[src/sv/cpl_pkg.sv]
// shared constants, codes and controller/datapath interface types for the playlist table
`default_nettype none
package cpl_pkg;

    localparam int CAPACITY = 16;
    localparam int IDX_W    = $clog2(CAPACITY);
    localparam int CNT_W    = $clog2(CAPACITY + 1);
    localparam int OP_W     = 3;
    localparam int ID_W     = 16;
    localparam int DUR_W    = 16;
    localparam int STATUS_W = 3;

    localparam logic [OP_W-1:0] OP_APPEND = 3'd0;
    localparam logic [OP_W-1:0] OP_DELETE = 3'd1;
    localparam logic [OP_W-1:0] OP_DEDUP  = 3'd2;
    localparam logic [OP_W-1:0] OP_START  = 3'd3;
    localparam logic [OP_W-1:0] OP_NEXT   = 3'd4;
    localparam logic [OP_W-1:0] OP_PREV   = 3'd5;
    localparam logic [OP_W-1:0] OP_LIST   = 3'd6;

    localparam logic [STATUS_W-1:0] ST_OK         = 3'd0;
    localparam logic [STATUS_W-1:0] ST_EMPTY      = 3'd1;
    localparam logic [STATUS_W-1:0] ST_NOT_FOUND  = 3'd2;
    localparam logic [STATUS_W-1:0] ST_NO_CURRENT = 3'd3;
    localparam logic [STATUS_W-1:0] ST_FULL       = 3'd4;

    typedef enum logic [3:0] {
        S_IDLE,
        S_DECODE,
        S_PLAY_RD,
        S_PLAY_OUT,
        S_DEL_RD,
        S_DEL_CMP,
        S_SHIFT_RD,
        S_SHIFT_WR,
        S_DD_RD,
        S_DD_HOLD,
        S_DD_JRD,
        S_DD_JCMP,
        S_DD_DEC,
        S_LIST_RD,
        S_LIST_OUT
    } state_t;

    typedef enum logic [1:0] {
        RD_I,
        RD_I1,
        RD_J,
        RD_CUR
    } rd_sel_t;

    typedef enum logic [1:0] {
        WR_NONE,
        WR_APPEND,
        WR_SHIFT,
        WR_KEEP
    } wr_sel_t;

    typedef struct packed {
        logic                load;
        logic                rd_en;
        rd_sel_t             rd_sel;
        wr_sel_t             wr_sel;
        logic                i_clr;
        logic                i_inc;
        logic                j_clr;
        logic                j_inc;
        logic                w_clr;
        logic                w_inc;
        logic                hold;
        logic                cmp;
        logic                cnt_inc;
        logic                cnt_dec;
        logic                cnt_from_w;
        logic                cur_start;
        logic                cur_next;
        logic                cur_prev;
        logic                cur_del;
        logic                cur_keep;
        logic                cur_dd_fin;
        logic                emit;
        logic [STATUS_W-1:0] emit_status;
        logic                emit_entry;
        logic                emit_last;
    } cmd_t;

    typedef struct packed {
        logic [OP_W-1:0] op;
        logic            count_zero;
        logic            full;
        logic            i_end;
        logic            i_last;
        logic            j_end;
        logic            id_match;
        logic            seen;
        logic            cur_valid;
        logic            cur_head;
        logic            out_free;
    } sts_t;

endpackage
`default_nettype wire

[src/sv/circular_playlist_table.sv]
// append writes at the tail unless full; start/next/previous move the cursor, then
// read and emit the entry under it; delete compares entries up to the match, then
// shifts every later entry down; dedup compares each entry with those already kept
// and keeps it if new; list emits each entry in turn; one request in flight, next
// accepted once the walk ends; reset clears count, cursor and output valid at once;
// the entry store is not cleared and only slots below the entry count are ever read
`default_nettype none
module circular_playlist_table
    import cpl_pkg::*;
(
    input  wire logic                clk,
    input  wire logic                rst_n,
    input  wire logic                in_valid,
    output logic                     in_stall,
    input  wire logic [OP_W-1:0]     op,
    input  wire logic [ID_W-1:0]     song_id,
    input  wire logic [DUR_W-1:0]    song_duration,
    output logic                     out_valid,
    input  wire logic                out_stall,
    output logic [STATUS_W-1:0]      status,
    output logic [ID_W-1:0]          out_id,
    output logic [DUR_W-1:0]         out_duration,
    output logic                     last
);

    cmd_t cmd;
    sts_t sts;

    cpl_ctrl u_ctrl (
        .clk      (clk),
        .rst_n    (rst_n),
        .in_valid (in_valid),
        .in_stall (in_stall),
        .sts      (sts),
        .cmd      (cmd)
    );

    cpl_dp u_dp (
        .clk           (clk),
        .rst_n         (rst_n),
        .cmd           (cmd),
        .sts           (sts),
        .op            (op),
        .song_id       (song_id),
        .song_duration (song_duration),
        .out_valid     (out_valid),
        .out_stall     (out_stall),
        .status        (status),
        .out_id        (out_id),
        .out_duration  (out_duration),
        .last          (last)
    );

endmodule
`default_nettype wire

[src/sv/cpl_ctrl.sv]
// controller state machine sequencing each request over the entry store
`default_nettype none
module cpl_ctrl
    import cpl_pkg::*;
(
    input  wire logic clk,
    input  wire logic rst_n,
    input  wire logic in_valid,
    output logic      in_stall,
    input  wire sts_t sts,
    output cmd_t      cmd
);

    state_t state_reg;
    state_t state_next;

    always_ff @(posedge clk or negedge rst_n)
    begin
        if (!rst_n)
        begin
            state_reg <= S_IDLE;
        end
        else
        begin
            state_reg <= state_next;
        end
    end

    always_comb
    begin
        cmd        = '0;
        state_next = state_reg;
        in_stall   = (state_reg != S_IDLE);
        unique case (state_reg)
            S_IDLE:
            begin
                if (in_valid)
                begin
                    cmd.load   = 1'b1;
                    state_next = S_DECODE;
                end
            end
            S_DECODE:
            begin
                unique case (sts.op)
                    OP_APPEND:
                    begin
                        if (sts.out_free)
                        begin
                            cmd.emit      = 1'b1;
                            cmd.emit_last = 1'b1;
                            if (sts.full)
                            begin
                                cmd.emit_status = ST_FULL;
                            end
                            else
                            begin
                                cmd.emit_status = ST_OK;
                                cmd.wr_sel      = WR_APPEND;
                                cmd.cnt_inc     = 1'b1;
                            end
                            state_next = S_IDLE;
                        end
                    end
                    OP_DELETE, OP_DEDUP, OP_LIST:
                    begin
                        if (sts.count_zero)
                        begin
                            if (sts.out_free)
                            begin
                                cmd.emit        = 1'b1;
                                cmd.emit_status = ST_EMPTY;
                                cmd.emit_last   = 1'b1;
                                state_next      = S_IDLE;
                            end
                        end
                        else
                        begin
                            cmd.i_clr = 1'b1;
                            cmd.w_clr = 1'b1;
                            priority if (sts.op == OP_DELETE)
                                state_next = S_DEL_RD;
                            else if (sts.op == OP_DEDUP)
                                state_next = S_DD_RD;
                            else
                                state_next = S_LIST_RD;
                        end
                    end
                    OP_START:
                    begin
                        if (sts.count_zero)
                        begin
                            if (sts.out_free)
                            begin
                                cmd.emit        = 1'b1;
                                cmd.emit_status = ST_EMPTY;
                                cmd.emit_last   = 1'b1;
                                state_next      = S_IDLE;
                            end
                        end
                        else
                        begin
                            cmd.cur_start = 1'b1;
                            state_next    = S_PLAY_RD;
                        end
                    end
                    OP_NEXT, OP_PREV:
                    begin
                        if (!sts.cur_valid || sts.count_zero
                            || (sts.op == OP_PREV && sts.cur_head))
                        begin
                            if (sts.out_free)
                            begin
                                cmd.emit        = 1'b1;
                                cmd.emit_status = ST_NO_CURRENT;
                                cmd.emit_last   = 1'b1;
                                state_next      = S_IDLE;
                            end
                        end
                        else
                        begin
                            cmd.cur_next = (sts.op == OP_NEXT);
                            cmd.cur_prev = (sts.op == OP_PREV);
                            state_next   = S_PLAY_RD;
                        end
                    end
                    default:
                    begin
                        // unused op code: no result
                        state_next = S_IDLE;
                    end
                endcase
            end
            S_PLAY_RD:
            begin
                cmd.rd_en  = 1'b1;
                cmd.rd_sel = RD_CUR;
                state_next = S_PLAY_OUT;
            end
            S_PLAY_OUT:
            begin
                if (sts.out_free)
                begin
                    cmd.emit        = 1'b1;
                    cmd.emit_status = ST_OK;
                    cmd.emit_entry  = 1'b1;
                    cmd.emit_last   = 1'b1;
                    state_next      = S_IDLE;
                end
            end
            S_DEL_RD:
            begin
                if (sts.i_end)
                begin
                    if (sts.out_free)
                    begin
                        cmd.emit        = 1'b1;
                        cmd.emit_status = ST_NOT_FOUND;
                        cmd.emit_last   = 1'b1;
                        state_next      = S_IDLE;
                    end
                end
                else
                begin
                    cmd.rd_en  = 1'b1;
                    cmd.rd_sel = RD_I;
                    state_next = S_DEL_CMP;
                end
            end
            S_DEL_CMP:
            begin
                if (sts.id_match)
                begin
                    // cursor fix-up uses the match slot before the shift moves i
                    cmd.cur_del = 1'b1;
                    state_next  = S_SHIFT_RD;
                end
                else
                begin
                    cmd.i_inc  = 1'b1;
                    state_next = S_DEL_RD;
                end
            end
            S_SHIFT_RD:
            begin
                if (sts.i_last)
                begin
                    if (sts.out_free)
                    begin
                        cmd.cnt_dec     = 1'b1;
                        cmd.emit        = 1'b1;
                        cmd.emit_status = ST_OK;
                        cmd.emit_last   = 1'b1;
                        state_next      = S_IDLE;
                    end
                end
                else
                begin
                    cmd.rd_en  = 1'b1;
                    cmd.rd_sel = RD_I1;
                    state_next = S_SHIFT_WR;
                end
            end
            S_SHIFT_WR:
            begin
                cmd.wr_sel = WR_SHIFT;
                cmd.i_inc  = 1'b1;
                state_next = S_SHIFT_RD;
            end
            S_DD_RD:
            begin
                if (sts.i_end)
                begin
                    if (sts.out_free)
                    begin
                        cmd.cnt_from_w  = 1'b1;
                        cmd.cur_dd_fin  = 1'b1;
                        cmd.emit        = 1'b1;
                        cmd.emit_status = ST_OK;
                        cmd.emit_last   = 1'b1;
                        state_next      = S_IDLE;
                    end
                end
                else
                begin
                    cmd.rd_en  = 1'b1;
                    cmd.rd_sel = RD_I;
                    state_next = S_DD_HOLD;
                end
            end
            S_DD_HOLD:
            begin
                cmd.hold   = 1'b1;
                cmd.j_clr  = 1'b1;
                state_next = S_DD_JRD;
            end
            S_DD_JRD:
            begin
                if (sts.j_end)
                begin
                    state_next = S_DD_DEC;
                end
                else
                begin
                    cmd.rd_en  = 1'b1;
                    cmd.rd_sel = RD_J;
                    state_next = S_DD_JCMP;
                end
            end
            S_DD_JCMP:
            begin
                cmd.cmp    = 1'b1;
                cmd.j_inc  = 1'b1;
                state_next = S_DD_JRD;
            end
            S_DD_DEC:
            begin
                if (!sts.seen)
                begin
                    cmd.wr_sel   = WR_KEEP;
                    cmd.cur_keep = 1'b1;
                    cmd.w_inc    = 1'b1;
                end
                cmd.i_inc  = 1'b1;
                state_next = S_DD_RD;
            end
            S_LIST_RD:
            begin
                cmd.rd_en  = 1'b1;
                cmd.rd_sel = RD_I;
                state_next = S_LIST_OUT;
            end
            S_LIST_OUT:
            begin
                if (sts.out_free)
                begin
                    cmd.emit        = 1'b1;
                    cmd.emit_status = ST_OK;
                    cmd.emit_entry  = 1'b1;
                    cmd.emit_last   = sts.i_last;
                    cmd.i_inc       = 1'b1;
                    state_next      = sts.i_last ? S_IDLE : S_LIST_RD;
                end
            end
            default:
            begin
                state_next = S_IDLE;
            end
        endcase
    end

endmodule
`default_nettype wire

[src/sv/cpl_dp.sv]
// datapath: entry store, count, cursor, walk indexes and output register
`default_nettype none
module cpl_dp
    import cpl_pkg::*;
(
    input  wire logic                clk,
    input  wire logic                rst_n,
    input  wire cmd_t                cmd,
    output sts_t                     sts,
    input  wire logic [OP_W-1:0]     op,
    input  wire logic [ID_W-1:0]     song_id,
    input  wire logic [DUR_W-1:0]    song_duration,
    output logic                     out_valid,
    input  wire logic                out_stall,
    output logic [STATUS_W-1:0]      status,
    output logic [ID_W-1:0]          out_id,
    output logic [DUR_W-1:0]         out_duration,
    output logic                     last
);

    logic [ID_W-1:0]     mem_id  [CAPACITY];
    logic [DUR_W-1:0]    mem_dur [CAPACITY];

    logic [OP_W-1:0]     op_reg;
    logic [ID_W-1:0]     id_reg;
    logic [DUR_W-1:0]    dur_reg;
    logic [ID_W-1:0]     rd_id_reg;
    logic [DUR_W-1:0]    rd_dur_reg;
    logic [ID_W-1:0]     hold_id_reg;
    logic [DUR_W-1:0]    hold_dur_reg;

    logic [CNT_W-1:0]    count_reg, count_next;
    logic [CNT_W-1:0]    i_reg, i_next;
    logic [CNT_W-1:0]    j_reg, j_next;
    logic [CNT_W-1:0]    w_reg, w_next;
    logic                seen_reg, seen_next;
    logic                cur_valid_reg, cur_valid_next;
    logic [IDX_W-1:0]    cur_pos_reg, cur_pos_next;
    logic                kept_reg, kept_next;
    logic [IDX_W-1:0]    new_pos_reg, new_pos_next;
    logic                out_valid_reg, out_valid_next;

    logic [STATUS_W-1:0] status_reg;
    logic [ID_W-1:0]     out_id_reg;
    logic [DUR_W-1:0]    out_dur_reg;
    logic                last_reg;

    logic [CNT_W-1:0]    i_plus1;
    logic [CNT_W-1:0]    pos_ext;
    logic [CNT_W-1:0]    pos_plus1;
    logic [IDX_W-1:0]    rd_addr;
    logic                wr_en;
    logic [IDX_W-1:0]    wr_addr;
    logic [ID_W-1:0]     wr_id;
    logic [DUR_W-1:0]    wr_dur;
    logic                out_free;

    assign i_plus1   = i_reg + 1'b1;
    assign pos_ext   = CNT_W'(cur_pos_reg);
    assign pos_plus1 = pos_ext + 1'b1;
    assign out_free  = !out_valid_reg || !out_stall;

    always_comb
    begin
        unique case (cmd.rd_sel)
            RD_I:    rd_addr = i_reg[IDX_W-1:0];
            RD_I1:   rd_addr = i_plus1[IDX_W-1:0];
            RD_J:    rd_addr = j_reg[IDX_W-1:0];
            RD_CUR:  rd_addr = cur_pos_reg;
            default: rd_addr = cur_pos_reg;
        endcase
    end

    always_comb
    begin
        wr_en   = 1'b1;
        wr_addr = i_reg[IDX_W-1:0];
        wr_id   = rd_id_reg;
        wr_dur  = rd_dur_reg;
        unique case (cmd.wr_sel)
            WR_NONE:
            begin
                wr_en = 1'b0;
            end
            WR_APPEND:
            begin
                wr_addr = count_reg[IDX_W-1:0];
                wr_id   = id_reg;
                wr_dur  = dur_reg;
            end
            WR_SHIFT:
            begin
                wr_addr = i_reg[IDX_W-1:0];
            end
            WR_KEEP:
            begin
                wr_addr = w_reg[IDX_W-1:0];
                wr_id   = hold_id_reg;
                wr_dur  = hold_dur_reg;
            end
            default:
            begin
                wr_en = 1'b0;
            end
        endcase
    end

    // entry store: one write port, one registered read port
    always_ff @(posedge clk)
    begin
        if (wr_en)
        begin
            mem_id[wr_addr]  <= wr_id;
            mem_dur[wr_addr] <= wr_dur;
        end
        if (cmd.rd_en)
        begin
            rd_id_reg  <= mem_id[rd_addr];
            rd_dur_reg <= mem_dur[rd_addr];
        end
    end

    always_ff @(posedge clk)
    begin
        if (cmd.load)
        begin
            op_reg  <= op;
            id_reg  <= song_id;
            dur_reg <= song_duration;
        end
        if (cmd.hold)
        begin
            hold_id_reg  <= rd_id_reg;
            hold_dur_reg <= rd_dur_reg;
        end
        if (cmd.emit)
        begin
            status_reg  <= cmd.emit_status;
            out_id_reg  <= cmd.emit_entry ? rd_id_reg : '0;
            out_dur_reg <= cmd.emit_entry ? rd_dur_reg : '0;
            last_reg    <= cmd.emit_last;
        end
    end

    always_comb
    begin
        count_next     = count_reg;
        i_next         = i_reg;
        j_next         = j_reg;
        w_next         = w_reg;
        seen_next      = seen_reg;
        cur_valid_next = cur_valid_reg;
        cur_pos_next   = cur_pos_reg;
        kept_next      = kept_reg;
        new_pos_next   = new_pos_reg;
        out_valid_next = out_valid_reg && out_stall;

        if (cmd.emit)
            out_valid_next = 1'b1;

        priority if (cmd.cnt_inc)
            count_next = count_reg + 1'b1;
        else if (cmd.cnt_dec)
            count_next = count_reg - 1'b1;
        else if (cmd.cnt_from_w)
            count_next = w_reg;

        priority if (cmd.i_clr)
            i_next = '0;
        else if (cmd.i_inc)
            i_next = i_plus1;

        priority if (cmd.j_clr)
            j_next = '0;
        else if (cmd.j_inc)
            j_next = j_reg + 1'b1;

        priority if (cmd.w_clr)
        begin
            w_next    = '0;
            kept_next = 1'b0;
        end
        else if (cmd.w_inc)
            w_next = w_reg + 1'b1;

        priority if (cmd.j_clr)
            seen_next = 1'b0;
        else if (cmd.cmp && rd_id_reg == hold_id_reg)
            seen_next = 1'b1;

        priority if (cmd.cur_start)
        begin
            cur_valid_next = 1'b1;
            cur_pos_next   = '0;
        end
        else if (cmd.cur_next)
        begin
            // wrap from the tail back to the head
            cur_pos_next = (pos_plus1 >= count_reg) ? '0 : IDX_W'(pos_plus1);
        end
        else if (cmd.cur_prev)
        begin
            cur_pos_next = cur_pos_reg - 1'b1;
        end
        else if (cmd.cur_del)
        begin
            if (cur_valid_reg)
            begin
                priority if (pos_ext == i_reg)
                    cur_valid_next = 1'b0;
                else if (pos_ext > i_reg)
                    cur_pos_next = cur_pos_reg - 1'b1;
            end
        end
        else if (cmd.cur_keep)
        begin
            if (cur_valid_reg && pos_ext == i_reg)
            begin
                kept_next    = 1'b1;
                new_pos_next = IDX_W'(w_reg);
            end
        end
        else if (cmd.cur_dd_fin)
        begin
            if (cur_valid_reg)
            begin
                cur_valid_next = kept_reg;
                if (kept_reg)
                    cur_pos_next = new_pos_reg;
            end
        end
    end

    always_ff @(posedge clk or negedge rst_n)
    begin
        if (!rst_n)
        begin
            count_reg     <= '0;
            i_reg         <= '0;
            j_reg         <= '0;
            w_reg         <= '0;
            seen_reg      <= 1'b0;
            cur_valid_reg <= 1'b0;
            cur_pos_reg   <= '0;
            kept_reg      <= 1'b0;
            new_pos_reg   <= '0;
            out_valid_reg <= 1'b0;
        end
        else
        begin
            count_reg     <= count_next;
            i_reg         <= i_next;
            j_reg         <= j_next;
            w_reg         <= w_next;
            seen_reg      <= seen_next;
            cur_valid_reg <= cur_valid_next;
            cur_pos_reg   <= cur_pos_next;
            kept_reg      <= kept_next;
            new_pos_reg   <= new_pos_next;
            out_valid_reg <= out_valid_next;
        end
    end

    always_comb
    begin
        sts            = '0;
        sts.op         = op_reg;
        sts.count_zero = (count_reg == '0);
        sts.full       = (count_reg >= CNT_W'(CAPACITY));
        sts.i_end      = (i_reg == count_reg);
        sts.i_last     = (i_plus1 == count_reg);
        sts.j_end      = (j_reg == w_reg);
        sts.id_match   = (rd_id_reg == id_reg);
        sts.seen       = seen_reg;
        sts.cur_valid  = cur_valid_reg;
        sts.cur_head   = (cur_pos_reg == '0);
        sts.out_free   = out_free;
    end

    assign out_valid    = out_valid_reg;
    assign status       = status_reg;
    assign out_id       = out_id_reg;
    assign out_duration = out_dur_reg;
    assign last         = last_reg;

`ifndef ASSERT_OFF
    a_count_bound: assert property (@(posedge clk) disable iff (!rst_n)
        count_reg <= CNT_W'(CAPACITY))
        else $error("entry count beyond capacity");

    a_cursor_in_range: assert property (@(posedge clk) disable iff (!rst_n)
        cur_valid_reg |-> (pos_ext < count_reg))
        else $error("valid cursor points past the tail");

    a_no_overwrite: assert property (@(posedge clk) disable iff (!rst_n)
        cmd.emit |-> out_free)
        else $error("result loaded over a pending result");

    a_append_room: assert property (@(posedge clk) disable iff (!rst_n)
        (cmd.wr_sel == WR_APPEND) |-> (count_reg < CNT_W'(CAPACITY)))
        else $error("append written into a full table");

    a_keep_order: assert property (@(posedge clk) disable iff (!rst_n)
        (cmd.wr_sel == WR_KEEP) |-> (w_reg <= i_reg))
        else $error("dedup write overtakes its read index");
`endif

endmodule
`default_nettype wire
[config.mk]
export PLATFORM = sky130hd
export DESIGN_NAME = circular_playlist_table
export DESIGN_NICKNAME = d
export VERILOG_FILES = /design/src/sv/cpl_pkg.sv /design/src/sv/circular_playlist_table.sv /design/src/sv/cpl_ctrl.sv /design/src/sv/cpl_dp.sv
export SDC_FILE = /design/constraint.sdc
export NUM_CORES = 1
export LEC_CHECK = 0
export BUFFER_PORTS_ARGS = -buffer_cell sky130_fd_sc_hd__buf_2
export CAP_MARGIN = 0
export CORE_MARGIN = 2
export CORE_UTILIZATION = 60
export CTS_CLUSTER_DIAMETER = 120
export DETAILED_ROUTE_END_ITERATION = 8
export MAX_ROUTING_LAYER = met4
export PLACE_DENSITY_LB_ADDON = 0.2
export SYNTH_ARGS = -nofsm -noshare
export SYNTH_HDL_FRONTEND = slang
export SYNTH_SLANG_ARGS = --single-unit
[constraint.sdc]
create_clock -name clk -period 11.9 [get_ports clk]
set_clock_uncertainty 0.1 [all_clocks]
set_input_delay 2.38 -clock clk [delete_from_list [all_inputs] [get_ports clk]]
set_output_delay 2.38 -clock clk [all_outputs]
set_load 0.01 [all_outputs]
==> flow_summary.ini <==
[run_status]
status = completed

[finish]
n_fill_cell = 3196
area_growth_pct = 11.1
drive_gt1_frac = 0.123
largestRegisters = u_dp.mem_dur x256, u_dp.mem_id x256
nets = 2015

[power]
powerDensity_mw_per_mm2 = 240
p_leak_nw = 10.6
ir_drop_mv = 0.342

[yosys]
synth-edff-count = 647
ys_top_cells_by_count = edfxtp_1, and3_1, a211oi_1
yosys.area.top_type = edfxtp_1
syn_avg_cell_area_um2 = 14.9
yosys_warnings = 0
synth.most_common_cell = edfxtp_1
ys_async_sr_fraction = 0.0527
syn_nets = 1982
synthFlopType = edfxtp_1
syn-cell-area_mm2 = 0.0287
yosysTopAreaCellShare = 0.676
synth.ff_latch_count = 683
synth_cells = 1925
synth_area_leaders = edfxtp_1, mux2i_1, a2111oi_0
yosysSeqAreaShare = 0.707
synth.distinct_cells = 73

[grt]
overflow = 0
grt_use_total = 0.297
grt_max_degree = 257
grt_pass1_wl_um = 107000
grt_pass1_vias = 16918
antenna_found_initial = 2

[floorplan]
fp-row-count = 80
ios = 77
die_w_um = 223
dieArea_mm2 = 0.0497
initial_core_util = 0.604
fp.dieH_um = 223
core_area_mm2 = 0.0475

[clock_tree]
htreeDepth = 3
cts_buffers = 70
path_clk_slew_ns = 0.06
clock-sinks = 683
cts_resized = 0
cts_tree = done
clock_path_buffers = 3
post_cts_buffers = 0
root_buffer = clkbuf_16
insertion_delay_ns = 0.61
cts_hold_buf = 0

[critical_path]
cp-end-kind = flop
max_stage_delay_ns = 0.76
crit_type = flop to flop
reg2reg_depth = 11
crit_slowest_cell = nand2_4
cp_max_fo = 180
crit_required_ns = 12.13
reg2reg_setup_slack_ns = 5.98
r2r_start = u_dp.i_reg[0]
start_kind = flop
r2r_end = u_dp.rd_id_reg[6]
worstPathArrival_ns = 6.16
worstPathCellList = ha_1 > nand3b_1 > a22oi_2 > o2111ai_4 > a311oi_4 > buf_4 > nand2_4 > buf_12 > a211oi_1 > a2111oi_0 > or4_1

[sta]
fin_ws_ns = 5.98
relSlewSlack = 0.152
worst_slew_pin_slew_ns = 1.27
hold_viol = 0
max_freq_mhz = 169
min_period_ns = 5.92
fin_crit_sh = 0.498
final-setup-viol-count = 0
rsz0062_at_grt = no
slew_violations = 0
fin_setup_tns_ns = 0

[placed_design]
dp_hpwl_um = 40800
pre_cts_ws_ns = 5.43
io_buffers = 76
gp_congestion = 0.934

[hold_path]
hold_path_class = flop to flop
worstHoldEndpoint = u_dp.hold_dur_reg[0]
hold_depth = 0
worstHoldStart = u_dp.rd_dur_reg[0]

[drt]
detail-route-antenna-nets = 0
via_per_inst = 6.69
first_pass_iters = 5
wl_per_cell_um = 27.2
drt-total-wl_um = 71300
drt_iter0_drc = 2104
vias = 17564
drc = 0

[flow_run]
maxCapViolCount = 0
[critical path, delay by kind of cell (launching register included)]
| family | cells | cell delay (ns) |
|---|---|---|
| AO/OA/AOI/OAI | 5 | 1.48 |
| adder cells (fa/ha/maj) | 1 | 0.40 |
| buffers and inverters | 2 | 1.17 |
| flip-flops | 1 | 0.67 |
| AND/OR/NAND/NOR | 3 | 1.51 |
[per-layer routing]
layer  share of wire  vias to the layer above  track usage
met1            0.43                     8862        0.428
met2            0.47                      781        0.442
met3           0.073                      107       0.0448
met4           0.023                        0       0.0966
li1                -                     7814            -
met5               0                        -            -
[area by class of cell]
cell class	instances	area, um2	share of cell area
clock buffer	90	1920	0.0602
tap	615	769	0.0241
multi-input combinational	1077	7940	0.249
timing repair buffer	105	623	0.0195
antenna	1	2.50	0.0000783
clock inverter	32	273	0.00854
sequential	683	20300	0.636
inverter	21	78.8	0.00247
[through the flow]
step / hold WS (ns) / area, um2 / power (mW) / instances / utilization
after floorplan: 0.341 / 28700 / 4.85 / 1925 / -
after global placement: 0.351 / 29700 / 5.54 / 2501 / 0.626
after detailed placement: 0.354 / 29700 / 5.60 / 2501 / 0.626
after CTS: 0.365 / 31900 / 7.69 / 2623 / 0.672
after global routing: 0.382 / 31900 / 7.99 / 2623 / 0.672
final: 0.362 / 31900 / 7.68 / 2624 / 0.672
[power breakdown]
group	switching, mW	leakage (nW)	internal (mW)	total [mW]
combinational	1.48	3.23	0.630	2.11
clock	0.882	1.07	1.23	2.11
sequential	0.210	6.33	3.26	3.47
[cell usage in the layout (no fill, tap or decap), types with 5 or more instances in the layout]
cell type,instances
mux2i_1,128
a31oi_1,8
clkinv_1,14
nand2b_1,11
mux2_2,5
a2111oi_0,129
nor4_1,8
and2_1,34
nor3_1,13
dfrtp_1,36
inv_1,20
a21o_1,7
nand4_1,12
xor2_1,20
xnor2_1,35
buf_4,27
nor2b_1,7
or4_1,33
a211oi_1,131
ha_1,18
o31ai_1,5
clkinv_2,8
nor2_1,38
o21ai_0,31
a22oi_1,37
edfxtp_1,647
clkbuf_16,74
clkbuf_1,15
nand3_1,18
o211ai_1,5
nand2_1,108
and3_1,133
nor2_4,18
buf_2,76
a21oi_1,20
[worst max-delay path by stage]
stage / startpoint / end / slack, ns
global route: u_dp.i_reg[0] / u_dp.rd_dur_reg[2] / 5.73
detailed placement: out_stall / u_dp.mem_dur[10][15] / 5.43
finish: u_dp.i_reg[0] / u_dp.rd_id_reg[6] / 5.98
floorplan: out_stall / u_dp.mem_dur[10][0] / 6.45
global placement: out_stall / u_dp.mem_dur[10][10] / 5.58
CTS: out_stall / u_dp.mem_id[10][0] / 6.06
[cell families after synthesis]
logic type / synth area share
compound gates: 0.112
xor+xnor: 0.0179
fa+ha+maj: 0.00784
buf+inv: 0.0234
flops: 0.707
mux: 0.0465
simple gates: 0.0853
Power figures use the tool's default switching activity.
